===== config.mk =====
export PLATFORM = sky130hd
export DESIGN_NAME = rnc_sad
export DESIGN_NICKNAME = d
export VERILOG_FILES = /design/src/rtl/rnc_pkg.sv /design/src/rtl/rnc_sad.sv
export SDC_FILE = /design/constraint.sdc
export NUM_CORES = 1
export LEC_CHECK = 0
export BUFFER_PORTS_ARGS = -buffer_cell sky130_fd_sc_hd__clkbuf_2
export CELL_PAD_IN_SITES_DETAIL_PLACEMENT = 1
export CELL_PAD_IN_SITES_GLOBAL_PLACEMENT = 1
export CORE_ASPECT_RATIO = 0.9
export CORE_MARGIN = 1
export CORE_UTILIZATION = 50
export CTS_CLUSTER_SIZE = 10
export DETAILED_ROUTE_END_ITERATION = 10
export PLACE_DENSITY = 0.86
export RECOVER_POWER = 50
export SETUP_SLACK_MARGIN = 0.4
export SYNTH_ARGS = -nofsm -noshare
export SYNTH_HDL_FRONTEND = slang
export SYNTH_SLANG_ARGS = --single-unit

===== constraint.sdc =====
create_clock -name clk -period 5.8 [get_ports clk]
set_input_delay 0 -clock clk [delete_from_list [all_inputs] [get_ports clk]]
set_output_delay 0 -clock clk [all_outputs]
set_load 0.05 [all_outputs]

===== src/rtl/rnc_pkg.sv =====
`timescale 1ns / 1ps
// ----------------------------------------------------------------------------
// rnc_pkg
// Shared types, constants and arithmetic helpers of the RGB contrast map core.
// ----------------------------------------------------------------------------
package rnc_pkg;

	localparam int unsigned MAX_WIDTH_DEF  = 2048;
	localparam int unsigned MAX_HEIGHT_DEF = 4096;

	localparam int unsigned CHAN_W     = 8;
	localparam int unsigned SAD_W      = 10;
	localparam int unsigned MEAN_W     = 8;
	localparam int unsigned PIX_ROW_W  = 12;
	localparam int unsigned PIX_COL_W  = 11;

	localparam int unsigned IN_TDATA_W  = 24;
	localparam int unsigned OUT_TDATA_W = 48;
	localparam int unsigned OUT_TUSER_W = 2;

	localparam int unsigned CFG_ADDR_W = 2;
	localparam int unsigned CFG_DATA_W = 13;
	localparam int unsigned THR_W      = 8;
	localparam int unsigned WIDTH_W    = 12;
	localparam int unsigned HEIGHT_W   = 13;

	localparam logic [THR_W-1:0] THR_RST = '0;
	localparam int unsigned CFG_WIDTH_RST  = 640;
	localparam int unsigned CFG_HEIGHT_RST = 480;

	// x/3 for x <= 765 as (x * 683) >> 11
	localparam int unsigned DIV3_MUL   = 683;
	localparam int unsigned DIV3_SHIFT = 11;
	localparam int unsigned PROD_W     = 20;

	typedef enum logic [CFG_ADDR_W-1:0] {
		CFG_THRESHOLD = 2'd0,
		CFG_WIDTH     = 2'd1,
		CFG_HEIGHT    = 2'd2
	} cfg_idx_t;

	// result kinds, emitted lowest first
	localparam int unsigned RES_INNER    = 0;  // upper-left pixel, all neighbors known
	localparam int unsigned RES_LAST_COL = 1;  // upper pixel in last column
	localparam int unsigned RES_LAST_ROW = 2;  // left pixel in last row
	localparam int unsigned RES_CORNER   = 3;  // bottom-right pixel
	localparam int unsigned RES_N        = 4;

	typedef logic [RES_N-1:0] res_mask_t;

	typedef struct packed {
		logic [CHAN_W-1:0] red;
		logic [CHAN_W-1:0] green;
		logic [CHAN_W-1:0] blue;
	} rgb_t;

	typedef struct packed {
		rgb_t                 cur;
		rgb_t                 left;
		rgb_t                 ul;
		logic [PIX_ROW_W-1:0] row;
		logic [PIX_COL_W-1:0] col;
		res_mask_t            mask;
	} s1_t;

	typedef struct packed {
		logic [SAD_W-1:0]     ul_up;
		logic [SAD_W-1:0]     ul_left;
		logic [SAD_W-1:0]     ul_cur;
		logic [SAD_W-1:0]     up_cur;
		logic [SAD_W-1:0]     left_cur;
		logic [PIX_ROW_W-1:0] row;
		logic [PIX_COL_W-1:0] col;
		res_mask_t            mask;
	} s2_t;

	typedef struct packed {
		logic [MEAN_W-1:0]    inner_right;
		logic [MEAN_W-1:0]    inner_down;
		logic [MEAN_W-1:0]    inner_diag;
		logic [MEAN_W-1:0]    col_down;
		logic [MEAN_W-1:0]    row_right;
		logic [PIX_ROW_W-1:0] row;
		logic [PIX_COL_W-1:0] col;
	} s3_t;

	typedef struct packed {
		logic [PIX_ROW_W-1:0] pixel_row;
		logic [PIX_COL_W-1:0] pixel_col;
		logic [MEAN_W-1:0]    right_contrast;
		logic [MEAN_W-1:0]    down_contrast;
		logic [MEAN_W-1:0]    diag_contrast;
		logic                 right_valid;
		logic                 down_valid;
		logic                 last_of_run;
	} result_t;

	function automatic int unsigned size_m1(int unsigned v, int unsigned vmax);
		int unsigned s;
		s = v;
		if (s < 2) s = 2;
		if (s > vmax) s = vmax;
		return s - 1;
	endfunction

	function automatic logic [CHAN_W-1:0] absdiff(logic [CHAN_W-1:0] a, logic [CHAN_W-1:0] b);
		return (a > b) ? a - b : b - a;
	endfunction

	function automatic logic [SAD_W-1:0] sad3(rgb_t p, rgb_t q);
		return SAD_W'(absdiff(p.red, q.red)) + SAD_W'(absdiff(p.green, q.green))
			+ SAD_W'(absdiff(p.blue, q.blue));
	endfunction

	function automatic logic [MEAN_W-1:0] mean3(logic [SAD_W-1:0] sad, logic [THR_W-1:0] thr);
		logic [PROD_W-1:0] prod;
		logic [MEAN_W-1:0] m;
		prod = PROD_W'(sad) * PROD_W'(DIV3_MUL);
		m = prod[DIV3_SHIFT +: MEAN_W];
		return (m < thr) ? '0 : m;
	endfunction

endpackage


===== src/rtl/rnc_sad.sv =====
`timescale 1ns / 1ps
// ----------------------------------------------------------------------------
// rnc_sad
// Second stage: channel absolute-difference sums for the five pixel pairs.
// ----------------------------------------------------------------------------
module rnc_sad (
	input  logic          clk,
	input  logic          arst_n,
	input  logic          s1_valid,
	input  rnc_pkg::s1_t  s1_item,
	input  rnc_pkg::rgb_t s1_upper,
	output logic          s1_take,
	output logic          s2_valid,
	output rnc_pkg::s2_t  s2_item,
	input  logic          s2_take
);
	import rnc_pkg::*;

	logic s2_v_q;
	s2_t  s2_q;

	assign s1_take = s1_valid && (!s2_v_q || s2_take);

	always_ff @(posedge clk or negedge arst_n) begin
		if (!arst_n) begin
			s2_v_q <= 1'b0;
		end else if (s1_take) begin
			s2_v_q <= 1'b1;
		end else if (s2_take) begin
			s2_v_q <= 1'b0;
		end
	end

	always_ff @(posedge clk) begin
		if (s1_take) begin
			s2_q.ul_up    <= sad3(s1_item.ul, s1_upper);
			s2_q.ul_left  <= sad3(s1_item.ul, s1_item.left);
			s2_q.ul_cur   <= sad3(s1_item.ul, s1_item.cur);
			s2_q.up_cur   <= sad3(s1_upper, s1_item.cur);
			s2_q.left_cur <= sad3(s1_item.left, s1_item.cur);
			s2_q.row      <= s1_item.row;
			s2_q.col      <= s1_item.col;
			s2_q.mask     <= s1_item.mask;
		end
	end

	assign s2_valid = s2_v_q;
	assign s2_item  = s2_q;

endmodule


## After elaboration in Yosys (flattened, before gate mapping)

Cells that the tools add are included.
W data, S select, Z words.

- Input port bits: 127
- Output and inout port bits: 79
- Memories: 0
- Register bits: 78
- RAM bits: 0
- ROM bits: 0
- Bits in latches: 0

- $mul: 0
- Order comparisons: 15
- Equality and inequality tests: 0
- $add $sub $neg: 40
- Reduce and logical (&&, ||, !) cells: 4
- Divide/modulo/power cells: 0
- Shifts and indexed selects: 0
- Bitwise operators: 0
- Mux-type cells: 17

Operator list:

| kind | count |
|---|---|
| $sub A8 B8 Y8 | 30 |
| $gt A8 B8 Y1 | 15 |
| $mux W8 | 15 |
| $add A9 B8 Y10 | 5 |
| $add A8 B8 Y9 | 5 |
| $mux W1 | 2 |
| $reduce_bool A2 Y1 | 1 |
| $logic_and A1 B1 Y1 | 1 |
| $logic_not A1 Y1 | 1 |
| $logic_or A1 B1 Y1 | 1 |

## Depth between registers and ports, before layout

Gate-level depths: netlist of run 1.

- Depth in word-level cells: 4
- Depth in mapped cells: 19
- Gate-level depth less buffers: 18

## Worst setup path before layout of run 1

Ideal clock, no wire load.

- Path type: input to register
- From: in s1_item[43] in the netlist's numbering
- To: reg s2_q, in the netlist s2_item[76] (data pin)
- Cell stages on the path: 17
- Arrival time: 3.672 ns
- Buffers on the path: 0
- Library setup time: 0.254 ns
- Slack: 1.874 ns
- Cells stage by stage: inv_1 > ha_1 > inv_1 > fa_1 > nand3_1 > a21boi_4 > o41ai_4 > mux2i_1 > xor2_1 > fa_1 > inv_1 > fa_1 > a21o_1 > a21oi_1 > nor2b_1 > o31a_1 > o21a_1

- Word-level cells in the longest chain between the ends: 4

Ends and longest elaborated chain:

| item | RTL line | source |
|---|---|---|
| start: declaration | rnc_sad.sv:10 | `input rnc_pkg::s1_t s1_item,` |
| $sub A8 B8 Y8 or $gt A8 B8 Y1 (tied branches) | rnc_pkg.sv:107 | `return (a > b) ? a - b : b - a;` |
| $mux W8 * | rnc_pkg.sv:107 |  |
| $add A8 B8 Y9 * | rnc_pkg.sv:111 | `return SAD_W'(absdiff(p.red, q.red)) + SAD_W'(absdiff(p.green, q.green))` |
| $add A9 B8 Y10 * | rnc_pkg.sv:112 | `+ SAD_W'(absdiff(p.blue, q.blue));` |
| end: declaration | rnc_sad.sv:20 | `s2_t s2_q;` |

Mark *: on every way between the ends. The rest lies on a longest branch, timed or not.
A chain may end at the register's enable or synchronous reset.

## Worst setup path after layout of run 1

- From: in s1_item[92] in the netlist's numbering
- To: reg s2_q, in the netlist s2_item[44] (data pin)

The elaborated chain is that of the path after synthesis.

==> results by group, run 1 <==
Run status
  • Status: complete, but fails checks
  • Failing checks: capacitance limit, slew limit

CTS
  • Clk buf depth: 2
  • Clock Sinks: between 70 and 80
  • Cts bufs inserted: 9
  • CTS tree: built
  • Worst skew pair latency: roughly 0.37 ns
  • Clk pin slew, worst setup/hold paths: about 0.080 ns
  • H-tree level count: 3
  • Clock Root Buffer: clkbuf_16

Die
  • Core area: 28,200 µm²
  • Die H: between 150 and 200 µm
  • Die area: around 30,000 µm²
  • Initial Util: 0.512
  • Chip width: about 180 µm
  • IO Count: 206
  • Rows: 58

Yosys
  • Number of synthesized flops with an enable pin: slightly below 80
  • Mapped Area: approximately 14,000 µm²
  • Yosys warnings: 0
  • Synth Register Bits: 78
  • Count leader, synth: ha_1
  • Avg Synthesized Cell Area: around 9.1 µm²
  • Mapped Nets: 2,051
  • Gate Count Post-Synth: 1,589
  • Area contributors post-synth: ha_1, edfxtp_1, fa_1
  • Area leader, netlist: ha_1
  • Synth unique cells: 63
  • Asr flop ratio synth: 0.0128
  • Top cells by count, synth: ha_1, inv_1, a21oi_1
  • Top FF cell, synth: edfxtp_1
  • Proportion of netlist area held by the largest area contributor: 0.226
  • Sequential share of the synthesized area: 0.162

Timing
  • Hold slack final: approximately 0.35 ns
  • Worst-Margin Slew: approximately 3.7 ns
  • Clk_skew: between 0.01 and 0.015 ns
  • Fin Setup TNS: 0 ns
  • Final min period: 4.40 ns
  • RSZ-0062 raised after global routing: false
  • Final slew viol count: 79
  • Slew HR: -1.44
  • Period Utilization, post-route: 0.759
  • Hold Fails Final Rpt: 0
  • Final setup viols: 0
  • Max Clock Freq: 227 MHz

Worst hold path
  • Hold path depth: 2
  • Hold Path Sink: s2_item[20]$_DFFE_PP_
  • HP Class: in2reg
  • Worst hold path startpoint: s1_item[20]

Power
  • Reg power frac: 0.177
  • PwrDens: 370 nW/µm²
  • Clock power share: 0.100
  • Proportion of power drawn by combinational gates: 0.724
  • Sw Ratio: 0.530
  • Max VDD drop: ~210 µV
  • Psw: 3.15 mW
  • Leakage: roughly 8 nW
  • Pint: 2.80 mW

Setup path
  • Reg2reg setup slack: around 2.2 ns
  • Crit. End Element: flop
  • WP data required: ~5.9 ns
  • Setup CP Type: in2reg
  • Reg2reg end: s2_item[34]$_DFFE_PP_
  • Critical path fanouts, max: 7
  • CP arrival: between 4 and 5 ns
  • CP startpoint kind: primary input
  • R2R cell count: 2
  • Worst R2R Start: s2_valid$_DFFE_PN0P_

Global routing
  • Overflow after GRT: 0
  • Pin count of the biggest net entering global routing: 79
  • First-pass GRT wire length: about 80 mm
  • Tot GR Track Use: 0.346
  • Initial antenna violation count: 0
  • Vias in the first global route: between 10,000 and 15,000

Placed design
  • Post-DP HPWL: between 40 and 50 mm
  • I/O Buffers: 205
  • Gpl congestion: 0.991
  • Placed Instances: roughly 2,100
  • Placed instance area: about 16,000 µm²

Layout
  • Layout cells sized above 1: 0.0906
  • Finished Layout Cells: between 2,000 and 2,500
  • ANT cells: 0
  • Design area: around 16,000 µm²
  • Layout Nets: 2,234
  • Area Overhead vs Synth: 11.6%

Drt
  • DRT antenna net count: 0
  • WL final: approximately 50 mm
  • Vias: roughly 13,000
  • First-pass detailed-route iteration total: 6
  • Iter 0 DRT Violations: around 1,100
  • Drt wl/cell: between 20 and 25 µm
  • DR vias/cell: around 6.2
  • Residual DRC: 0

Flow run
  • Max-cap viol count: 1
sequential cells by signal, indices dropped and copies added, names as in the netlist:
name	flops
s2_item	77
s2_valid	1
power by group through the flow:
stage | registers (mW) | clock network [mW] | logic, mW
CTS | 1.05 | 0.596 | 4.28
detailed placement | 1.06 | 0 | 4.24
finish | 1.05 | 0.593 | 4.31
global placement | 1.06 | 0 | 4.01
global route | 1.07 | 0.609 | 4.67
floorplan | 1.65 | 0 | 2.53
cell type report:
class,count,area [µm²]
clock buffer,9,225
clock inverter,7,61.3
fill,3371,12100
inverter,219,822
multi-input combinational,1228,11000
sequential,78,2340
tap,360,450
timing repair buffer,236,1230
critical path, cell delays in order:
cell	delay [ns]
clkbuf_2	0.23
inv_1	0.22
fa_1	0.48
nand3_1	0.14
a21boi_1	0.11
o41ai_4	0.63
mux2i_1	0.30
xor2_1	0.20
fa_1	0.59
inv_1	0.09
fa_1	0.49
a21o_1	0.19
a21oi_1	0.29
o21bai_1	0.12
a211oi_1	0.33
nor2_1	0.09
layout by cell type (no fill, tap or decap), types with 24 or more instances in the layout:
master / netlist / routed
ha_1: 260 / 260
inv_1: 219 / 219
a21oi_1: 134 / 134
clkbuf_2: 0 / 120
clkbuf_1: 37 / 85
nand2_1: 84 / 84
a21o_1: 81 / 81
mux2i_1: 79 / 79
edfxtp_1: 77 / 77
fa_1: 75 / 75
xnor2_1: 49 / 49
nor2_1: 45 / 45
xor2_1: 45 / 45
a211oi_1: 38 / 38
a31oi_1: 34 / 34
o21ai_0: 33 / 33
dlygate4sd3_1: 0 / 31
nand3_1: 24 / 24
nand4_1: 24 / 24
per-stage QoR:
stage	util	worst slack [ns]	power (mW)
5_1_grt	0.571	1.18	6.34
6_report	0.571	1.40	5.95
2_1_floorplan	-	1.87	4.18
3_5_place_dp	0.554	1.18	5.30
4_1_cts	0.575	1.55	5.93
3_3_place_gp	0.554	1.35	5.06
worst max-delay path by stage:
stage                start                     to  slack, ns  cells past startpoint
2_1_floorplan  s1_item[43]  s2_item[76]$_DFFE_PP_       1.87                     17
3_3_place_gp   s1_item[84]  s2_item[34]$_DFFE_PP_       1.35                     16
3_5_place_dp   s1_item[84]  s2_item[34]$_DFFE_PP_       1.18                     16
4_1_cts        s1_item[84]  s2_item[34]$_DFFE_PP_       1.55                     16
5_1_grt        s1_item[92]  s2_item[44]$_DFFE_PP_       1.18                     16
6_report       s1_item[92]  s2_item[44]$_DFFE_PP_       1.40                     16
cells by family after synthesis:
logic type,Yosys count,share of synthesized area
flops,78,0.162
buf+inv,283,0.0778
xor+xnor,94,0.0571
fa+ha+maj,335,0.330
compound gates,456,0.220
mux,92,0.0650
simple gates,251,0.0878
repair_timing:
item / CTS / global route
endpoints found under the hold margin: 29 / 0
resized for setup: 0 / 0
hold buffers: 31 / 0
endpoints found under the setup margin: 0 / 0
buffers inserted: 0 / 0
per-layer routing:
metal  GRT usage  part of all wire  vias up
met2       0.598              0.48      519
li1            -                 -     6026
met3      0.0430             0.058      108
met1       0.450              0.44     6576
met4       0.114             0.030        0
met5           0                 0        -
(Power assumes the default switching activity.)
==> run 2, diff against run 1 <==
--- a/config.mk
+++ b/config.mk
@@ -10,10 +10,10 @@
 export CELL_PAD_IN_SITES_GLOBAL_PLACEMENT = 1
 export CORE_ASPECT_RATIO = 0.9
 export CORE_MARGIN = 1
-export CORE_UTILIZATION = 50
+export CORE_UTILIZATION = 42
 export CTS_CLUSTER_SIZE = 10
 export DETAILED_ROUTE_END_ITERATION = 10
-export PLACE_DENSITY = 0.86
+export PLACE_DENSITY = 0.76
 export RECOVER_POWER = 50
 export SETUP_SLACK_MARGIN = 0.4
 export SYNTH_ARGS = -nofsm -noshare
==> constraint.sdc (replaced) <==
create_clock -name clk -period 4 [get_ports clk]
set_input_delay 0 -clock clk [delete_from_list [all_inputs] [get_ports clk]]
set_output_delay 0 -clock clk [all_outputs]
set_load 0.05 [all_outputs]
==> results by group, run 2 (synthesized netlist as in run 1, its figures left out) <==
Layout
  • ANT cells: 0
  • Layout Nets: about 2,500
  • Max FFs per register: 77
  • Commonest non-fill, non-tap cell in the layout: buf_4
  • FILL cells: just under 4,000
  • Layout cells sized above 1: 0.290
  • Area of the multi-input gates: between 10,000 and 15,000 µm²
  • Most frequent cells in the layout: buf_4, ha_1, inv_1, a21oi_1, clkbuf_2
  • Area Overhead vs Synth: 33.2%
  • Sequential cell area: 2340 µm²
  • Finished Layout Cells: 2,473

Die
  • Core area: between 30,000 and 40,000 µm²
  • IO Count: 206
  • Chip width: about 200 µm
  • Die H: ~180 µm
  • Rows: 63
  • Initial Util: 0.432
  • Die area: approximately 35,000 µm²

CTS
  • Clock Root Buffer: clkbuf_16
  • CTS tree: built
  • Worst skew pair latency: 0.38 ns
  • Cts bufs inserted: 9
  • H-tree level count: 3
  • Clk buf depth: 2
  • Clk pin slew, worst setup/hold paths: 0.08 ns
  • Clock Sinks: between 70 and 80

Run status
  • Failing checks: capacitance limit, slew limit
  • Status: complete, but fails checks

Setup path
  • Crit. End Element: flop
  • CP peak stage delay: 0.59 ns
  • CP startpoint kind: primary input
  • Most frequent cell on the critical path: a21oi_4
  • WP data required: between 4 and 5 ns
  • Slowest CP cell: fa_1
  • Setup CP Type: in2reg
  • Top Family by Delay on Critical Path: adder cells
  • CP arrival: between 3 and 4 ns
  • Critical path fanouts, max: 5
  • Crit-path cells: clkbuf_2 -> inv_1 -> ha_2 -> nand3_4 -> a21oi_4 -> o41ai_4 -> clkbuf_16 -> mux2i_2 -> xor2_1 -> fa_1 -> inv_2 -> fa_2 -> a21o_1 -> a21oi_4 -> o21bai_1 -> a211oi_2 -> nor2_1
  • Crit path buf inv count: 4

Placed design
  • I/O Buffers: about 200
  • Placed Instances: around 2,400
  • Post-DP HPWL: between 40 and 50 mm
  • Gpl congestion: around 0.94

Global routing
  • Initial antenna violation count: 0
  • Tot GR Track Use: 0.308
  • Pin count of the biggest net entering global routing: between 70 and 80
  • Overflow after GRT: 0
  • First-pass GRT wire length: just over 80 mm
  • Vias in the first global route: 14,500

Flow run
  • Max-cap viol count: 1

Timing
  • Clk_skew: 0.0165 ns
  • Fin Setup TNS: 0 ns
  • Worst-Margin Slew: between 1.5 and 2 ns
  • Final setup viols: 0
  • Final min period: roughly 3.8 ns
  • Slew HR: -0.299
  • Max Clock Freq: roughly 260 MHz
  • Hold Fails Final Rpt: 0
  • Hold slack final: around 0.34 ns
  • Period Utilization, post-route: 0.947
  • RSZ-0062 raised after global routing: true
  • Final slew viol count: 79

Power
  • PwrDens: about 560 nW/µm²
  • Max VDD drop: about 350 µV
  • Total power: 10.7 mW
  • Leakage: ~9.1 nW

Drt
  • DRT antenna net count: 0
  • Residual DRC: 0
  • Vias: ~14,000
  • First-pass detailed-route iteration total: 5
  • Iter 0 DRT Violations: 1,017
  • DR vias/cell: between 5 and 6
  • Drt wl/cell: around 24 µm
  • WL final: approximately 58 mm

Worst hold path
  • HP Class: in2reg
run 2: what timing repair did:
item	4_1_cts	5_1_grt
endpoints found under the hold margin	29	0
cloned	0	0
gates resized for setup	38	199
buffers inserted	10	41
pin swaps	20	112
endpoints found under the setup margin	20	26
hold buffers	31	0
run 2: stage by stage:
| step | util | area (µm²) | setup WS, ns |
|---|---|---|---|
| finish | 0.576 | 19200 | 0.214 |
| global route | 0.576 | 19200 | 0.158 |
| CTS | 0.544 | 18200 | 0.379 |
| detailed placement | 0.519 | 17300 | -0.253 |
| global placement | 0.519 | 17300 | -0.0282 |
| floorplan | - | 14600 | 0.270 |
run 2: routing by layer:
layer / track usage / share of wire
met5: 0 / 0
met4: 0.0824 / 0.027
met3: 0.0279 / 0.046
met2: 0.541 / 0.49
met1: 0.401 / 0.43
run 2: power breakdown:
part           internal [mW]  switching, mW
Sequential              1.44         0.0802
Clock                  0.501          0.433
Combinational           3.42           4.81
Total                   5.36           5.32
run 2: final timing paths:
| check | from | endpoint | slack (ns) | cells after the start |
|---|---|---|---|---|
| max | s1_item[77] | s2_item[44]$_DFFE_PP_ | 0.21 | 17 |
| min | s1_item[22] | s2_item[22]$_DFFE_PP_ | 0.34 | 2 |
| max reg2reg | s2_valid$_DFFE_PN0P_ | s2_item[58]$_DFFE_PP_ | 1.59 | 2 |
| min reg2reg | s2_valid$_DFFE_PN0P_ | s2_valid$_DFFE_PN0P_ | 1.09 | 3 |
| max in group asynchronous | arst_n | s2_valid$_DFFE_PN0P_ | 3.39 | 3 |
| min in group asynchronous | arst_n | s2_valid$_DFFE_PN0P_ | 0.50 | 3 |
run 2: worst register-to-register path, stage by stage (launching register included):
cell      delay [ns]
dfrtp_1         0.39
nand2b_1        0.10
and2_2          1.46
run 2: layout make-up:
| cell class | count | area share |
|---|---|---|
| clock buffer | 9 | 0.0117 |
| timing repair buffer | 477 | 0.164 |
| sequential | 78 | 0.122 |
| clock inverter | 7 | 0.00463 |
| tap | 455 | 0.0296 |
| multi-input combinational | 1228 | 0.622 |
| inverter | 219 | 0.0459 |
