File: config.mk
export PLATFORM = sky130hd
export DESIGN_NAME = rnc_emit
export DESIGN_NICKNAME = d
export VERILOG_FILES = /design/src/rtl/rnc_pkg.sv /design/src/rtl/rnc_emit.sv
export SDC_FILE = /design/constraint.sdc
export NUM_CORES = 1
export LEC_CHECK = 0
export BUFFER_PORTS_ARGS = -buffer_cell sky130_fd_sc_hd__buf_2
export CAP_MARGIN = 10
export CORE_MARGIN = 2
export CORE_UTILIZATION = 49
export CTS_CLUSTER_SIZE = 8
export DETAILED_ROUTE_END_ITERATION = 6
export GPL_TIMING_DRIVEN = 0
export HOLD_SLACK_MARGIN = 0.03
export PLACE_DENSITY = 0.68
export SYNTH_ARGS = -nofsm -noshare
export SYNTH_HDL_FRONTEND = slang
export SYNTH_SLANG_ARGS = --single-unit
File: constraint.sdc
create_clock -name clk -period 6.37 [get_ports clk]
set_clock_uncertainty 0.1 [all_clocks]
set_input_delay 0.637 -clock clk [delete_from_list [all_inputs] [get_ports clk]]
set_output_delay 0.637 -clock clk [all_outputs]
set_load 0.05 [all_outputs]
File: src/rtl/rnc_pkg.sv
`timescale 1ns / 1ps
// ----------------------------------------------------------------------------
// rnc_pkg
// Shared types, constants and arithmetic helpers of the RGB contrast map core.
// ----------------------------------------------------------------------------
package rnc_pkg;

	localparam int unsigned MAX_WIDTH_DEF  = 2048;
	localparam int unsigned MAX_HEIGHT_DEF = 4096;

	localparam int unsigned CHAN_W     = 8;
	localparam int unsigned SAD_W      = 10;
	localparam int unsigned MEAN_W     = 8;
	localparam int unsigned PIX_ROW_W  = 12;
	localparam int unsigned PIX_COL_W  = 11;

	localparam int unsigned IN_TDATA_W  = 24;
	localparam int unsigned OUT_TDATA_W = 48;
	localparam int unsigned OUT_TUSER_W = 2;

	localparam int unsigned CFG_ADDR_W = 2;
	localparam int unsigned CFG_DATA_W = 13;
	localparam int unsigned THR_W      = 8;
	localparam int unsigned WIDTH_W    = 12;
	localparam int unsigned HEIGHT_W   = 13;

	localparam logic [THR_W-1:0] THR_RST = '0;
	localparam int unsigned CFG_WIDTH_RST  = 640;
	localparam int unsigned CFG_HEIGHT_RST = 480;

	// x/3 for x <= 765 as (x * 683) >> 11
	localparam int unsigned DIV3_MUL   = 683;
	localparam int unsigned DIV3_SHIFT = 11;
	localparam int unsigned PROD_W     = 20;

	typedef enum logic [CFG_ADDR_W-1:0] {
		CFG_THRESHOLD = 2'd0,
		CFG_WIDTH     = 2'd1,
		CFG_HEIGHT    = 2'd2
	} cfg_idx_t;

	// result kinds, emitted lowest first
	localparam int unsigned RES_INNER    = 0;  // upper-left pixel, all neighbors known
	localparam int unsigned RES_LAST_COL = 1;  // upper pixel in last column
	localparam int unsigned RES_LAST_ROW = 2;  // left pixel in last row
	localparam int unsigned RES_CORNER   = 3;  // bottom-right pixel
	localparam int unsigned RES_N        = 4;

	typedef logic [RES_N-1:0] res_mask_t;

	typedef struct packed {
		logic [CHAN_W-1:0] red;
		logic [CHAN_W-1:0] green;
		logic [CHAN_W-1:0] blue;
	} rgb_t;

	typedef struct packed {
		rgb_t                 cur;
		rgb_t                 left;
		rgb_t                 ul;
		logic [PIX_ROW_W-1:0] row;
		logic [PIX_COL_W-1:0] col;
		res_mask_t            mask;
	} s1_t;

	typedef struct packed {
		logic [SAD_W-1:0]     ul_up;
		logic [SAD_W-1:0]     ul_left;
		logic [SAD_W-1:0]     ul_cur;
		logic [SAD_W-1:0]     up_cur;
		logic [SAD_W-1:0]     left_cur;
		logic [PIX_ROW_W-1:0] row;
		logic [PIX_COL_W-1:0] col;
		res_mask_t            mask;
	} s2_t;

	typedef struct packed {
		logic [MEAN_W-1:0]    inner_right;
		logic [MEAN_W-1:0]    inner_down;
		logic [MEAN_W-1:0]    inner_diag;
		logic [MEAN_W-1:0]    col_down;
		logic [MEAN_W-1:0]    row_right;
		logic [PIX_ROW_W-1:0] row;
		logic [PIX_COL_W-1:0] col;
	} s3_t;

	typedef struct packed {
		logic [PIX_ROW_W-1:0] pixel_row;
		logic [PIX_COL_W-1:0] pixel_col;
		logic [MEAN_W-1:0]    right_contrast;
		logic [MEAN_W-1:0]    down_contrast;
		logic [MEAN_W-1:0]    diag_contrast;
		logic                 right_valid;
		logic                 down_valid;
		logic                 last_of_run;
	} result_t;

	function automatic int unsigned size_m1(int unsigned v, int unsigned vmax);
		int unsigned s;
		s = v;
		if (s < 2) s = 2;
		if (s > vmax) s = vmax;
		return s - 1;
	endfunction

	function automatic logic [CHAN_W-1:0] absdiff(logic [CHAN_W-1:0] a, logic [CHAN_W-1:0] b);
		return (a > b) ? a - b : b - a;
	endfunction

	function automatic logic [SAD_W-1:0] sad3(rgb_t p, rgb_t q);
		return SAD_W'(absdiff(p.red, q.red)) + SAD_W'(absdiff(p.green, q.green))
			+ SAD_W'(absdiff(p.blue, q.blue));
	endfunction

	function automatic logic [MEAN_W-1:0] mean3(logic [SAD_W-1:0] sad, logic [THR_W-1:0] thr);
		logic [PROD_W-1:0] prod;
		logic [MEAN_W-1:0] m;
		prod = PROD_W'(sad) * PROD_W'(DIV3_MUL);
		m = prod[DIV3_SHIFT +: MEAN_W];
		return (m < thr) ? '0 : m;
	endfunction

endpackage

File: src/rtl/rnc_emit.sv
`timescale 1ns / 1ps
// ----------------------------------------------------------------------------
// rnc_emit
// Mean, threshold and diagonal max; serializes up to four results per item
// into the output register.
// ----------------------------------------------------------------------------
module rnc_emit (
	input  logic                      clk,
	input  logic                      arst_n,
	input  logic [rnc_pkg::THR_W-1:0] threshold,
	input  logic                      s2_valid,
	input  rnc_pkg::s2_t              s2_item,
	output logic                      s2_take,
	output logic                      res_valid,
	output rnc_pkg::result_t          res,
	input  logic                      res_ready
);
	import rnc_pkg::*;

	logic      s3_v_q;
	res_mask_t mask_q;
	s3_t       s3_q;
	s3_t       s3_d;
	logic      ov_q;
	result_t   out_q;
	result_t   nxt;
	res_mask_t sel;
	res_mask_t rem;
	logic      out_free;
	logic      emit;
	logic      s3_free;
	logic [MEAN_W-1:0] diag_raw;

	always_comb begin
		s3_d.inner_right = mean3(s2_item.ul_up, threshold);
		s3_d.inner_down  = mean3(s2_item.ul_left, threshold);
		diag_raw         = mean3(s2_item.ul_cur, threshold);
		s3_d.inner_diag  = diag_raw;
		if (s3_d.inner_diag < s3_d.inner_right) s3_d.inner_diag = s3_d.inner_right;
		if (s3_d.inner_diag < s3_d.inner_down) s3_d.inner_diag = s3_d.inner_down;
		s3_d.col_down    = mean3(s2_item.up_cur, threshold);
		s3_d.row_right   = mean3(s2_item.left_cur, threshold);
		s3_d.row         = s2_item.row;
		s3_d.col         = s2_item.col;
	end

	assign out_free = !ov_q || res_ready;
	assign sel      = mask_q & (~mask_q + res_mask_t'(1));
	assign rem      = mask_q & ~sel;
	assign emit     = s3_v_q && (mask_q != '0) && out_free;
	assign s3_free  = !s3_v_q || (mask_q == '0) || (emit && (rem == '0));
	assign s2_take  = s2_valid && s3_free;

	always_comb begin
		nxt                = '0;
		nxt.pixel_row      = s3_q.row;
		nxt.pixel_col      = s3_q.col;
		nxt.last_of_run    = (rem == '0);
		if (sel[RES_INNER]) begin
			nxt.pixel_row      = s3_q.row - PIX_ROW_W'(1);
			nxt.pixel_col      = s3_q.col - PIX_COL_W'(1);
			nxt.right_contrast = s3_q.inner_right;
			nxt.down_contrast  = s3_q.inner_down;
			nxt.diag_contrast  = s3_q.inner_diag;
			nxt.right_valid    = 1'b1;
			nxt.down_valid     = 1'b1;
		end else if (sel[RES_LAST_COL]) begin
			nxt.pixel_row      = s3_q.row - PIX_ROW_W'(1);
			nxt.down_contrast  = s3_q.col_down;
			nxt.down_valid     = 1'b1;
		end else if (sel[RES_LAST_ROW]) begin
			nxt.pixel_col      = s3_q.col - PIX_COL_W'(1);
			nxt.right_contrast = s3_q.row_right;
			nxt.right_valid    = 1'b1;
		end
	end

	always_ff @(posedge clk or negedge arst_n) begin
		if (!arst_n) begin
			s3_v_q <= 1'b0;
			mask_q <= '0;
		end else if (s2_take) begin
			s3_v_q <= 1'b1;
			mask_q <= s2_item.mask;
		end else if (s3_free) begin
			s3_v_q <= 1'b0;
			mask_q <= '0;
		end else if (emit) begin
			mask_q <= rem;
		end
	end

	always_ff @(posedge clk) begin
		if (s2_take) begin
			s3_q <= s3_d;
		end
	end

	always_ff @(posedge clk or negedge arst_n) begin
		if (!arst_n) begin
			ov_q <= 1'b0;
		end else if (emit) begin
			ov_q <= 1'b1;
		end else if (res_ready) begin
			ov_q <= 1'b0;
		end
	end

	always_ff @(posedge clk) begin
		if (emit) begin
			out_q <= nxt;
		end
	end

	assign res_valid = ov_q;
	assign res       = out_q;

endmodule

## After elaboration in Yosys (flattened, before gate mapping)

Index checks and enable logic that the tools add are counted.

| cells by class | value |
|---|---|
| reductions and logical operators | 15 |
| add/subtract/negate cells | 3 |
| multipliers | 5 |
| multiplexer cells | 20 |
| bitwise operators | 4 |
| $lt $le $gt $ge | 7 |

Operators by type and width:

| kind | number |
|---|---|
| $mul 10x10->19 const B | 5 |
| $lt 8x8->1 | 7 |
| $mux 8 | 6 |
| $mux 39 | 1 |
| $mux 19 | 2 |
| $mux 12 | 1 |
| $mux 4 | 3 |
| $sub 12x1->12 const B | 1 |
| $sub 11x1->11 const B | 1 |
| $and 4x4->4 | 2 |
| $logic_not 4->1 | 2 |
| $not 4->4 | 2 |
| $mux 1 | 7 |
| $add 4x1->4 const B | 1 |
| $logic_and 1x1->1 | 4 |
| $reduce_bool 2->1 | 2 |
| $reduce_bool 4->1 | 1 |
| $logic_or 1x1->1 | 3 |
| $reduce_bool 3->1 | 1 |
| $logic_not 1->1 | 2 |

| word-level totals | value |
|---|---|
| output and inout bits | 52 |
| logic and storage cells | 72 |
| register bits after elaboration | 119 |

## Longest topological paths before layout

Gate-level depths: netlist (run 1).

| logic depth | value |
|---|---|
| depth after elaboration | 10 |
| gate-level depth with buffers | 40 |

## Least setup slack after synthesis (run 1)

Ideal clock, no wire load.

| timing path | value |
|---|---|
| kind | in2reg |
| start | in s2_item[73] (netlist name) |
| end | reg s3_q[39] (netlist name), data pin |
| buffers on the path | 1 |
| setup slack | -2.605 ns |
| setup time | 0.260 ns |
| cell stages on the path | 36 |
| arrival | 8.615 ns |
| cells stage by stage | ha_1 > ha_1 > fa_1 > fa_1 > inv_1 > fa_1 > inv_1 > ha_1 > a2111oi_4 > a21bo_1 > o211ai_2 > a21oi_2 > or3_1 > and2_4 > ha_1 > a21o_1 > a21o_1 > a21oi_1 > o21ai_0 > or2_1 > nand3_1 > ha_1 > o2111ai_1 > nor2_1 > nand2_1 > o21ai_0 > a211o_1 > buf_6 > mux2_4 > ha_1 > a21oi_1 > nor2b_1 > o21ai_0 > nand2_1 > a21oi_4 > mux2_4 |

RTL lines:

| item | RTL line | source |
|---|---|---|
| start: declaration | rnc_emit.sv:12 | `input rnc_pkg::s2_t s2_item,` |
| end signal: assignment | rnc_emit.sv:95 | `s3_q <= s3_d;` |
| end: declaration | rnc_emit.sv:22 | `s3_t s3_q;` |

==> results_tabular.tex, run 1 <==
\begin{tabular}{lr}
\hline
Metric & Value \\
\hline
\multicolumn{2}{l}{\textbf{Clocking}} \\
\quad Maximum number of buffers from clock root to sink & 2 \\
\quad Clk root buf & sky130\_fd\_sc\_hd\_\_clkbuf\_16 \\
\quad Htree depth & 4 \\
\quad Clock slew at the register clock pins of the worst setup and hold paths & 0.05 ns \\
\quad TritonCTS clock tree & done \\
\quad Number of clock sinks & 119 \\
\quad TritonCTS Buffers & 17 \\
\quad Clock latency at the later pin of the worst-skew pair & 0.41 ns \\
\multicolumn{2}{l}{\textbf{Yosys}} \\
\quad Flip-flop and latch count after synthesis & 119 \\
\quad Yosys warning count & 0 \\
\quad Share of Yosys cell area claimed by the top area cell type & 29.6\% \\
\quad Post-synthesis instance area & 0.0144 mm² \\
\quad Post-Syn Instances & 1352 \\
\quad Proportion of synthesized chip area in sequential cells & 24.6\% \\
\quad Post-Synthesis Mean Instance Area & 10.6 µm² \\
\quad Number of enable flip-flop cells after synthesis & 113 \\
\quad Post-Syn Nets & 1887 \\
\quad Most area-hungry cell type in the Yosys netlist & sky130\_fd\_sc\_hd\_\_ha\_1 \\
\quad Top cells by area in the synthesized netlist & sky130\_fd\_sc\_hd\_\_ha\_1 (30\%), sky130\_fd\_sc\_hd\_\_edfxtp\_1 (24\%), sky130\_fd\_sc\_hd\_\_fa\_1 (15\%) \\
\quad Fraction of registers with async set/reset & 5.04\% \\
\quad Synth unique cells & 73 \\
\quad Most used flip-flop cell after synthesis & sky130\_fd\_sc\_hd\_\_edfxtp\_1 \\
\multicolumn{2}{l}{\textbf{Worst setup path}} \\
\quad Worst R2R Setup Slack & 3.61 ns \\
\quad Worst Path Max Fanout & 7 \\
\quad RR Startpoint & mask\_q[1] \\
\quad Bufs and invs on worst path & 5 \\
\quad Most used cell, CP & sky130\_fd\_sc\_hd\_\_ha\_4 \\
\quad Length in cells of the worst reg-to-reg path & 8 \\
\quad Dominant delay contributor by cell family on the critical path & adder cells \\
\quad Required time worst endpoint & 6.42 ns \\
\quad Critical Path Source Type & input pin \\
\quad Crit Reg-Reg Endpoint & res[32] \\
\quad Worst Setup End Kind & register \\
\quad Arrival time at the worst endpoint & 8.56 ns \\
\quad Crit-path slowest cell & sky130\_fd\_sc\_hd\_\_fa\_1 \\
\quad Crit path largest cell delay & 0.55 ns \\
\quad Start-to-end type of the worst setup path & in -> reg \\
\multicolumn{2}{l}{\textbf{Power}} \\
\quad Internal Power & 0.00543 W \\
\quad Clock share of power & 9.1\% \\
\quad Worst IR Drop VDD & 0.000507 V \\
\quad Switching Fraction & 45.7\% \\
\quad Leakage power total & 8.63 nW \\
\quad Cell area power density & 575 mW/mm² \\
\quad Sequential group share of total power & 14.6\% \\
\quad P\_sw & 0.00457 W \\
\quad Proportion of power drawn by combinational gates & 76.3\% \\
\multicolumn{2}{l}{\textbf{STA}} \\
\quad Final number of setup-violating endpoints & 8 \\
\quad Worst hold slack after final layout & 0.304 ns \\
\quad RSZ-0062 raised after global routing & yes \\
\quad Final setup slack of the worst path & -2.13 ns \\
\quad Time the final worst path needs with I/O delays and setup & 8.50 ns \\
\quad Worst-case headroom to the max-slew limit & 40.9\% \\
\quad Number of hold violations in the final report & 0 \\
\quad Final number of max-transition violations & 0 \\
\quad Top achievable clock speed & 118 MHz \\
\quad Transition time at the pin with the least slew margin & 0.864 ns \\
\quad Share of the clock period used by the worst path after layout & 133\% \\
\multicolumn{2}{l}{\textbf{Layout}} \\
\quad Share of cells above drive strength 1 & 21.7\% \\
\quad Area grow syn2layout & 21.0\% \\
\quad Layout Nets & 2091 \\
\multicolumn{2}{l}{\textbf{Min path}} \\
\quad Type of the most critical hold path & in -> reg \\
\quad WHS Endpoint & s3\_q[7] \\
\quad Hold Path Cell Cnt & 1 \\
\quad Hold wc startpoint & s2\_item[11] \\
\multicolumn{2}{l}{\textbf{Detailed routing}} \\
\quad Number of nets with antenna violations after detailed routing & 0 \\
\quad Detailed-routing iteration count for the pre-antenna-repair pass & 5 \\
\quad Vias per Instance & 5.23 \\
\quad Detailed-route DRC error count & 0 \\
\quad Detailed Route Iter0 Violations & 503 \\
\quad Detail-routed net length per standard cell & 15.4 µm \\
\quad Total length of routed wires & 30200 µm \\
\quad Count of vias placed by the detailed router & 10200 \\
\multicolumn{2}{l}{\textbf{Floorplan}} \\
\quad Starting utilization of the core area & 50.0\% \\
\quad Total number of placement rows & 62 \\
\quad Number of primary I/O pins & 141 \\
\quad Core ar. & 0.0288 mm² \\
\quad Width of the die & 175 µm \\
\quad Height of the chip & 175 µm \\
\quad Floorplan die area & 0.0308 mm² \\
\multicolumn{2}{l}{\textbf{Placed design}} \\
\quad Port Buf Inserts & 140 \\
\quad DP Wirelength & 25400 µm \\
\quad GP Congestion & 0.865 \\
\quad Pre-CTS setup slack & -2.94 ns \\
\multicolumn{2}{l}{\textbf{GRT}} \\
\quad Wire length of the first global-routing pass & 49900 µm \\
\quad Pin count of the biggest net entering global routing & 31 \\
\quad Number of antenna violations at the first check in global routing & 5 \\
\quad Leftover overflow at the end of global routing & 0 \\
\quad Number of global-route vias before repair & 10600 \\
\quad Total global-route track usage & 19.9\% \\
\multicolumn{2}{l}{\textbf{Job}} \\
\quad Total of max-cap violations & 0 \\
\multicolumn{2}{l}{\textbf{Status}} \\
\quad Violations in the final reports & setup timing \\
\quad Run status & complete, but fails checks \\
\hline
\end{tabular}
[per-stage QoR]
stage / total power, W / utilization, % / area [µm²] / TNS [ns] / std cells
floorplan: 0.00661 / - / 14800 / -14.21 / 1352
global route: 0.0109 / 60.5 / 17400 / -18.81 / 1955
detailed placement: 0.00801 / 55.9 / 16100 / -28.13 / 1879
CTS: 0.00933 / 59.0 / 17000 / -16.51 / 1930
global placement: 0.00782 / 55.7 / 16000 / -27.79 / 1876
finish: 0.0100 / 60.5 / 17400 / -16.59 / 1956
[cells by family after synthesis]
| family | after synthesis | share of synthesized area (%) |
|---|---|---|
| AND/OR/NAND/NOR | 216 | 7.89 |
| multiplexers | 16 | 1.32 |
| XOR/XNOR | 62 | 3.77 |
| buffers and inverters | 280 | 7.35 |
| flip-flops | 119 | 24.6 |
| adder cells (fa/ha/maj) | 448 | 44.4 |
| AO/OA/AOI/OAI | 211 | 10.7 |
[routing by layer]
metal	global-route usage [%]	vias to the layer above	share of wire (%)	wire length (µm)
li1	-	5138	-	-
met1	26.9	4863	47	14200
met2	34.5	192	47	14300
met3	3.01	26	4.6	1370
met4	3.44	4	1.0	316
met5	0	-	0.056	17
[power by group through the flow]
stage	Sequential (W)	Clock, W	Combinational (W)
6_report	0.00146	0.000912	0.00763
5_1_grt	0.00149	0.000959	0.00841
4_1_cts	0.00146	0.000922	0.00694
3_5_place_dp	0.00148	0	0.00653
3_3_place_gp	0.00149	0	0.00633
2_1_floorplan	0.00187	0	0.00474
[sequential cells by signal, indices dropped and copies added, names as in the netlist]
| register | count |
|---|---|
| mask_q | 4 |
| res | 50 |
| res_valid | 1 |
| s3_q | 63 |
| s3_v_q | 1 |
[layout make-up]
cell class                 count  area (µm²)
inverter                     273        1020
fill                        2362       11400
clock inverter                12         134
antenna                        3        7.51
clock buffer                  20         437
buffer                         7        37.5
sequential                   119        3540
multi-input combinational    953       10600
tap                          384         480
timing repair buffer         185        1150
[worst max-delay path by stage]
stage	end	startpoint	depth (start not counted)	slack, ns
3_5_place_dp	s3_q[39]	s2_item[68]	38	-2.94
6_report	s3_q[43]	s2_item[73]	36	-2.13
5_1_grt	s3_q[43]	s2_item[53]	36	-2.40
3_3_place_gp	s3_q[43]	s2_item[72]	40	-2.77
4_1_cts	s3_q[43]	s2_item[74]	39	-2.09
2_1_floorplan	s3_q[43]	s2_item[72]	38	-1.92
[worst reg2reg max path: cells and delay by family, from the launching register on]
| kind | cells | cell delay (ns) |
|---|---|---|
| buffers and inverters | 1 | 0.37 |
| AND/OR/NAND/NOR | 6 | 1.50 |
| XOR/XNOR | 1 | 0.13 |
| flip-flops | 1 | 0.42 |
[timing repair]
| item | 4_1_cts | 5_1_grt |
|---|---|---|
| buffers inserted | 18 | 23 |
| endpoints found under the hold margin | 6 | 0 |
| gates resized for setup | 32 | 56 |
| pin swaps | 26 | 45 |
| hold buffers | 1 | 0 |
| endpoints found under the setup margin | 14 | 31 |
| cloned | 0 | 0 |
[synth_stat cells, drive strengths merged, types with 3 or more instances]
cell type,instances
a2111oi,6
a211oi,11
a21o,17
a21oi,55
a221oi,5
a22o,17
a31oi,5
a41o,3
and2,20
and3,12
clkbuf,5
dfrtp,6
edfxtp,113
fa,105
ha,341
inv,273
mux2,6
mux2i,10
nand2,42
nand2b,10
nand3,11
nand4,7
nor2,41
nor2b,25
nor3,20
nor4,7
o2111a,3
o211a,3
o211ai,8
o21a,10
o21ai,37
o21ba,4
o21bai,5
o31ai,3
o41ai,4
or2,5
or3,9
xnor2,44
xor2,18
[cells in the final DEF, fill, tap and decap left out, types with 11 or more instances in the layout]
master	synthesis	final
sky130_fd_sc_hd__buf_4	0	40
sky130_fd_sc_hd__edfxtp_1	113	113
sky130_fd_sc_hd__nor2_1	41	36
sky130_fd_sc_hd__a21oi_1	52	42
sky130_fd_sc_hd__nor3_1	20	20
sky130_fd_sc_hd__inv_2	1	11
sky130_fd_sc_hd__ha_1	341	309
sky130_fd_sc_hd__nand2_1	41	36
sky130_fd_sc_hd__clkbuf_16	0	17
sky130_fd_sc_hd__and3_1	12	12
sky130_fd_sc_hd__and2_1	19	16
sky130_fd_sc_hd__ha_4	0	30
sky130_fd_sc_hd__o21ai_0	36	26
sky130_fd_sc_hd__xor2_1	18	17
sky130_fd_sc_hd__nor2b_1	25	23
sky130_fd_sc_hd__a22o_1	17	16
sky130_fd_sc_hd__fa_1	105	104
sky130_fd_sc_hd__xnor2_1	44	43
sky130_fd_sc_hd__buf_2	0	133
sky130_fd_sc_hd__a21o_1	17	17
sky130_fd_sc_hd__inv_1	272	262
(Power assumes the default switching activity.)
==> inputs of run 2 (changes only) <==
Settings changed: CORE_UTILIZATION 49 to 60, PLACE_DENSITY 0.68 to 0.81.
==> results_tabular.tex, run 2 (synthesis gave the netlist of run 1 again) <==
\begin{tabular}{lr}
\hline
Metric & Value \\
\hline
\multicolumn{2}{l}{\textbf{Worst setup path}} \\
\quad Bufs and invs on worst path & 8 \\
\quad Crit-path slowest cell & sky130\_fd\_sc\_hd\_\_fa\_1 \\
\quad Worst Path Max Fanout & 7 \\
\quad Arrival time at the worst endpoint & 8.78 ns \\
\quad Most used cell, CP & sky130\_fd\_sc\_hd\_\_ha\_4 \\
\quad Crit path largest cell delay & 0.54 ns \\
\quad Required time worst endpoint & 6.42 ns \\
\quad Start-to-end type of the worst setup path & in -> reg \\
\quad Worst Setup End Kind & register \\
\quad Critical Path Source Type & input pin \\
\quad Dominant delay contributor by cell family on the critical path & compound AO/OA/AOI/OAI gates \\
\multicolumn{2}{l}{\textbf{Layout}} \\
\quad Utilization after layout & 74.4\% \\
\quad Number of flip-flops in the largest register & 63 \\
\quad Commonest non-fill, non-tap cells in the layout & sky130\_fd\_sc\_hd\_\_ha\_1 (306), sky130\_fd\_sc\_hd\_\_inv\_1 (261), sky130\_fd\_sc\_hd\_\_buf\_2 (131) \\
\quad Share of cells above drive strength 1 & 23.4\% \\
\quad Layout Cell Area excl Fill & 0.0175 mm² \\
\quad Layout Nets & 2109 \\
\quad Top reg by flops & s3\_q \\
\quad FF+latch area & 0.00354 mm² \\
\quad Area taken by multi-input logic gates & 0.0107 mm² \\
\quad Fillcell total & 1510 \\
\quad Area grow syn2layout & 21.7\% \\
\quad Most common library cell in the layout ignoring fill and taps & sky130\_fd\_sc\_hd\_\_ha\_1 \\
\multicolumn{2}{l}{\textbf{GRT}} \\
\quad Wire length of the first global-routing pass & 52100 µm \\
\quad Leftover overflow at the end of global routing & 0 \\
\quad Total global-route track usage & 25.1\% \\
\quad Number of antenna violations at the first check in global routing & 3 \\
\quad Number of global-route vias before repair & 11000 \\
\quad Pin count of the biggest net entering global routing & 38 \\
\multicolumn{2}{l}{\textbf{Placed design}} \\
\quad GP Congestion & 0.887 \\
\quad DP Wirelength & 25200 µm \\
\quad Port Buf Inserts & 140 \\
\quad Total placed instance area & 0.0160 mm² \\
\multicolumn{2}{l}{\textbf{Floorplan}} \\
\quad Width of the die & 159 µm \\
\quad Total number of placement rows & 56 \\
\quad Core ar. & 0.0235 mm² \\
\quad Starting utilization of the core area & 61.2\% \\
\quad Floorplan die area & 0.0252 mm² \\
\quad Height of the chip & 159 µm \\
\quad Number of primary I/O pins & 141 \\
\multicolumn{2}{l}{\textbf{Status}} \\
\quad Violations in the final reports & setup timing \\
\quad Run status & complete, but fails checks \\
\multicolumn{2}{l}{\textbf{STA}} \\
\quad Time the final worst path needs with I/O delays and setup & 8.73 ns \\
\quad Final number of max-transition violations & 0 \\
\quad Number of hold violations in the final report & 0 \\
\quad Top achievable clock speed & 115 MHz \\
\quad Worst-case headroom to the max-slew limit & 37.4\% \\
\quad Transition time at the pin with the least slew margin & 0.916 ns \\
\quad Final setup slack of the worst path & -2.36 ns \\
\quad Final number of setup-violating endpoints & 8 \\
\quad Worst hold slack after final layout & 0.308 ns \\
\quad Share of the clock period used by the worst path after layout & 137\% \\
\quad Setup TNS Final & -18.23 ns \\
\quad RSZ-0062 raised after global routing & yes \\
\multicolumn{2}{l}{\textbf{Job}} \\
\quad Total of max-cap violations & 0 \\
\multicolumn{2}{l}{\textbf{Clocking}} \\
\quad TritonCTS Buffers & 17 \\
\quad Clk root buf & sky130\_fd\_sc\_hd\_\_clkbuf\_16 \\
\quad Clock slew at the register clock pins of the worst setup and hold paths & 0.05 ns \\
\quad Htree depth & 4 \\
\quad TritonCTS clock tree & done \\
\quad Clock latency at the later pin of the worst-skew pair & 0.41 ns \\
\quad Number of clock sinks & 119 \\
\quad Maximum number of buffers from clock root to sink & 2 \\
\multicolumn{2}{l}{\textbf{Detailed routing}} \\
\quad Total length of routed wires & 32100 µm \\
\quad Detailed-routing iteration count for the pre-antenna-repair pass & 7 \\
\quad Detailed-route DRC error count & 0 \\
\quad Detail-routed net length per standard cell & 16.8 µm \\
\quad Number of nets with antenna violations after detailed routing & 0 \\
\quad Vias per Instance & 5.58 \\
\quad Count of vias placed by the detailed router & 10600 \\
\quad Detailed Route Iter0 Violations & 648 \\
\multicolumn{2}{l}{\textbf{Min path}} \\
\quad Type of the most critical hold path & in -> reg \\
\hline
\end{tabular}
run 2: cell types whose count changed in the layout (fill, tap and decap cells not counted), sizes merged:
| cell | change |
|---|---|
| clkbuf | -1 |
| clkinvlp | +5 |
| diode | -1 |
| clkinv | -1 |
| bufinv | -2 |
| buf | +17 |
run 2: repair_timing:
action | CTS | global route
pin swaps | 42 | 39
hold buffers | 1 | 0
gates resized for setup | 54 | 48
endpoints found under the hold margin | 6 | 0
buffers inserted | 41 | 18
endpoints found under the setup margin | 10 | 31
run 2: stage by stage:
| stage | setup slack [ns] | instances |
|---|---|---|
| finish | -2.36 | 1908 |
| global route | -2.59 | 1907 |
| global placement | -2.73 | 1811 |
| floorplan | -1.92 | 1352 |
| CTS | -2.08 | 1888 |
| detailed placement | -2.94 | 1814 |
run 2: path summary, 6_finish.rpt:
path	startpoint	endpoint	slack [ns]	cells after the start
worst max register to register	mask_q[1]	res[32]	3.57	8
worst max-delay path	s2_item[74]	s3_q[44]	-2.36	37
max in group asynchronous	arst_n	mask_q[3]	5.48	2
min in group asynchronous	arst_n	res_valid	0.52	2
worst min-delay path	s2_item[12]	s3_q[8]	0.31	1
worst min register to register	s3_q[43]	res[7]	0.43	1
run 2: worst register-to-register path, cell delays in order (launching register included):
cell	delay (ns)
sky130_fd_sc_hd__dfrtp_1	0.42
sky130_fd_sc_hd__nor2_1	0.41
sky130_fd_sc_hd__and2_1	0.20
sky130_fd_sc_hd__clkbuf_1	0.35
sky130_fd_sc_hd__nor2_1	0.19
sky130_fd_sc_hd__nor4_1	0.35
sky130_fd_sc_hd__nor2b_1	0.29
sky130_fd_sc_hd__nand2b_1	0.11
sky130_fd_sc_hd__xnor2_1	0.14
run 2: metal layers:
metal / share of wire, % / GRT usage, %
met5: 0.072 / 0
met3: 4.7 / 3.81
met1: 43 / 32.5
met2: 50 / 45.0
met4: 2.1 / 4.71
run 2: cell type report:
class / count / area share, %
Multi-Input combinational cell: 953 / 61.0
Antenna cell: 2 / 0.0286
Inverter: 273 / 5.85
Clock inverter: 14 / 0.635
Buffer: 7 / 0.200
Sequential cell: 119 / 20.2
Tap cell: 319 / 2.28
Timing Repair Buffer: 203 / 7.39
Clock buffer: 18 / 2.45
Power of run 2 is left out: the tool's default activity adds up to more than one toggle a clock period on the data nets, which glitch-free logic cannot reach.
==> inputs of run 3 (changes only) <==
Settings changed: CTS_CLUSTER_SIZE 8 to unset, SKIP_LAST_GASP set to 1.
==> results_tabular.tex, run 3 (synthesis gave the netlist of run 1 again) <==
\begin{tabular}{lr}
\hline
Metric & Value \\
\hline
\multicolumn{2}{l}{\textbf{Status}} \\
\quad Run status & complete, but fails checks \\
\quad Violations in the final reports & setup timing \\
\multicolumn{2}{l}{\textbf{Job}} \\
\quad Total of max-cap violations & 0 \\
\multicolumn{2}{l}{\textbf{Floorplan}} \\
\quad Number of primary I/O pins & 141 \\
\quad Core ar. & 0.0235 mm² \\
\quad Floorplan die area & 0.0252 mm² \\
\quad Starting utilization of the core area & 61.2\% \\
\quad Height of the chip & 159 µm \\
\quad Total number of placement rows & 56 \\
\quad Width of the die & 159 µm \\
\multicolumn{2}{l}{\textbf{Detailed routing}} \\
\quad Total length of routed wires & 32000 µm \\
\quad Number of nets with antenna violations after detailed routing & 0 \\
\quad Detail-routed net length per standard cell & 16.8 µm \\
\quad Detailed Route Iter0 Violations & 646 \\
\quad Count of vias placed by the detailed router & 10600 \\
\quad Detailed-routing iteration count for the pre-antenna-repair pass & 7 \\
\quad Vias per Instance & 5.57 \\
\quad Detailed-route DRC error count & 0 \\
\multicolumn{2}{l}{\textbf{STA}} \\
\quad Worst hold slack after final layout & 0.306 ns \\
\quad Top achievable clock speed & 115 MHz \\
\quad Share of the clock period used by the worst path after layout & 136\% \\
\quad Number of hold violations in the final report & 0 \\
\quad Final number of setup-violating endpoints & 8 \\
\quad Final number of max-transition violations & 0 \\
\quad Transition time at the pin with the least slew margin & 0.936 ns \\
\quad Time the final worst path needs with I/O delays and setup & 8.67 ns \\
\quad Worst-case headroom to the max-slew limit & 36.0\% \\
\quad RSZ-0062 raised after global routing & yes \\
\quad Final setup slack of the worst path & -2.30 ns \\
\multicolumn{2}{l}{\textbf{Worst setup path}} \\
\quad Worst Path Max Fanout & 7 \\
\quad Crit path largest cell delay & 0.54 ns \\
\quad Most used cell, CP & sky130\_fd\_sc\_hd\_\_ha\_4 \\
\quad Arrival time at the worst endpoint & 8.73 ns \\
\quad Start-to-end type of the worst setup path & in -> reg \\
\quad Critical Path Source Type & input pin \\
\quad Required time worst endpoint & 6.43 ns \\
\quad Worst Setup End Kind & register \\
\quad Crit-path slowest cell & sky130\_fd\_sc\_hd\_\_fa\_1 \\
\multicolumn{2}{l}{\textbf{Layout}} \\
\quad Share of cells above drive strength 1 & 23.4\% \\
\quad Area grow syn2layout & 21.7\% \\
\quad FF+latch area & 0.00354 mm² \\
\quad Most common library cell in the layout ignoring fill and taps & sky130\_fd\_sc\_hd\_\_ha\_1 \\
\quad Utilization after layout & 74.4\% \\
\quad Fillcell total & 1513 \\
\quad Top reg by flops & s3\_q \\
\quad Area taken by multi-input logic gates & 0.0107 mm² \\
\quad Number of flip-flops in the largest register & 63 \\
\quad Commonest non-fill, non-tap cells in the layout & sky130\_fd\_sc\_hd\_\_ha\_1 (306), sky130\_fd\_sc\_hd\_\_inv\_1 (261), sky130\_fd\_sc\_hd\_\_buf\_2 (131) \\
\quad Layout Nets & 2109 \\
\multicolumn{2}{l}{\textbf{Clocking}} \\
\quad TritonCTS clock tree & done \\
\quad Clock slew at the register clock pins of the worst setup and hold paths & 0.05 ns \\
\quad TritonCTS Buffers & 17 \\
\quad Maximum number of buffers from clock root to sink & 2 \\
\quad Number of clock sinks & 119 \\
\quad Htree depth & 4 \\
\quad Clock latency at the later pin of the worst-skew pair & 0.41 ns \\
\quad Clk root buf & sky130\_fd\_sc\_hd\_\_clkbuf\_16 \\
\multicolumn{2}{l}{\textbf{GRT}} \\
\quad Number of antenna violations at the first check in global routing & 3 \\
\quad Pin count of the biggest net entering global routing & 38 \\
\quad Total global-route track usage & 25.1\% \\
\quad Number of global-route vias before repair & 11000 \\
\quad Wire length of the first global-routing pass & 52100 µm \\
\quad Leftover overflow at the end of global routing & 0 \\
\multicolumn{2}{l}{\textbf{Placed design}} \\
\quad DP Wirelength & 25200 µm \\
\quad GP Congestion & 0.887 \\
\quad Port Buf Inserts & 140 \\
\multicolumn{2}{l}{\textbf{Min path}} \\
\quad Type of the most critical hold path & in -> reg \\
\hline
\end{tabular}
[run 3: cell counts in the layout (fill, tap and decap cells not counted)]
No cell type changed its count.
[run 3: final timing paths]
kind / start / end / slack [ns] / cells past startpoint
setup / recovery: s2_item[74] / s3_q[44] / -2.30 / 37
hold / removal: s2_item[12] / s3_q[8] / 0.31 / 1
setup reg to reg: mask_q[1] / res[32] / 3.54 / 8
hold reg to reg: s3_q[24] / res[20] / 0.44 / 1
max in group asynchronous: arst_n / mask_q[3] / 5.48 / 2
min in group asynchronous: arst_n / res_valid / 0.52 / 2
[run 3: timing repair]
| item | in CTS | in global routing |
|---|---|---|
| resized for setup | 54 | 47 |
| buffers inserted | 41 | 18 |
| pin swaps | 42 | 39 |
| endpoints found under the hold margin | 6 | 0 |
| hold buffers | 1 | 0 |
| setup endpoints to repair | 10 | 31 |
[run 3: metrics by stage]
| step | setup TNS, ns | setup slack, ns | std cells | instance area [µm²] |
|---|---|---|---|---|
| after global routing | -20.11 | -2.54 | 1907 | 17500 |
| after CTS | -16.33 | -2.08 | 1888 | 17100 |
| after floorplan | -14.21 | -1.92 | 1352 | 14800 |
| after detailed placement | -27.53 | -2.94 | 1814 | 16000 |
| final | -18.12 | -2.30 | 1908 | 17500 |
| after global placement | -24.17 | -2.73 | 1811 | 15900 |
[run 3: critical path, delay by kind of cell]
family | cells | cell delay (ns)
compound gates | 14 | 3.23
fa+ha+maj | 9 | 2.89
buf+inv | 8 | 0.69
mux | 1 | 0.31
simple gates | 5 | 0.99
[run 3: area by class of cell]
cell class              instances  share of cell area (%)
flip-flops and latches        119                    20.2
multi-input cells             953                    61.0
well taps                     319                    2.28
clock inverters                14                   0.636
plain buffers                   7                   0.200
repair buffers                203                    7.37
clock buffers                  18                    2.45
inverters                     273                    5.85
diodes                          2                  0.0286
[run 3: metal layers]
| metal | share of wire, % | global-route usage (%) |
|---|---|---|
| met2 | 50 | 45.0 |
| met5 | 0.072 | 0 |
| met1 | 43 | 32.5 |
| met4 | 2.3 | 4.71 |
| met3 | 5.2 | 3.81 |
Power of run 3 is left out for the same reason.
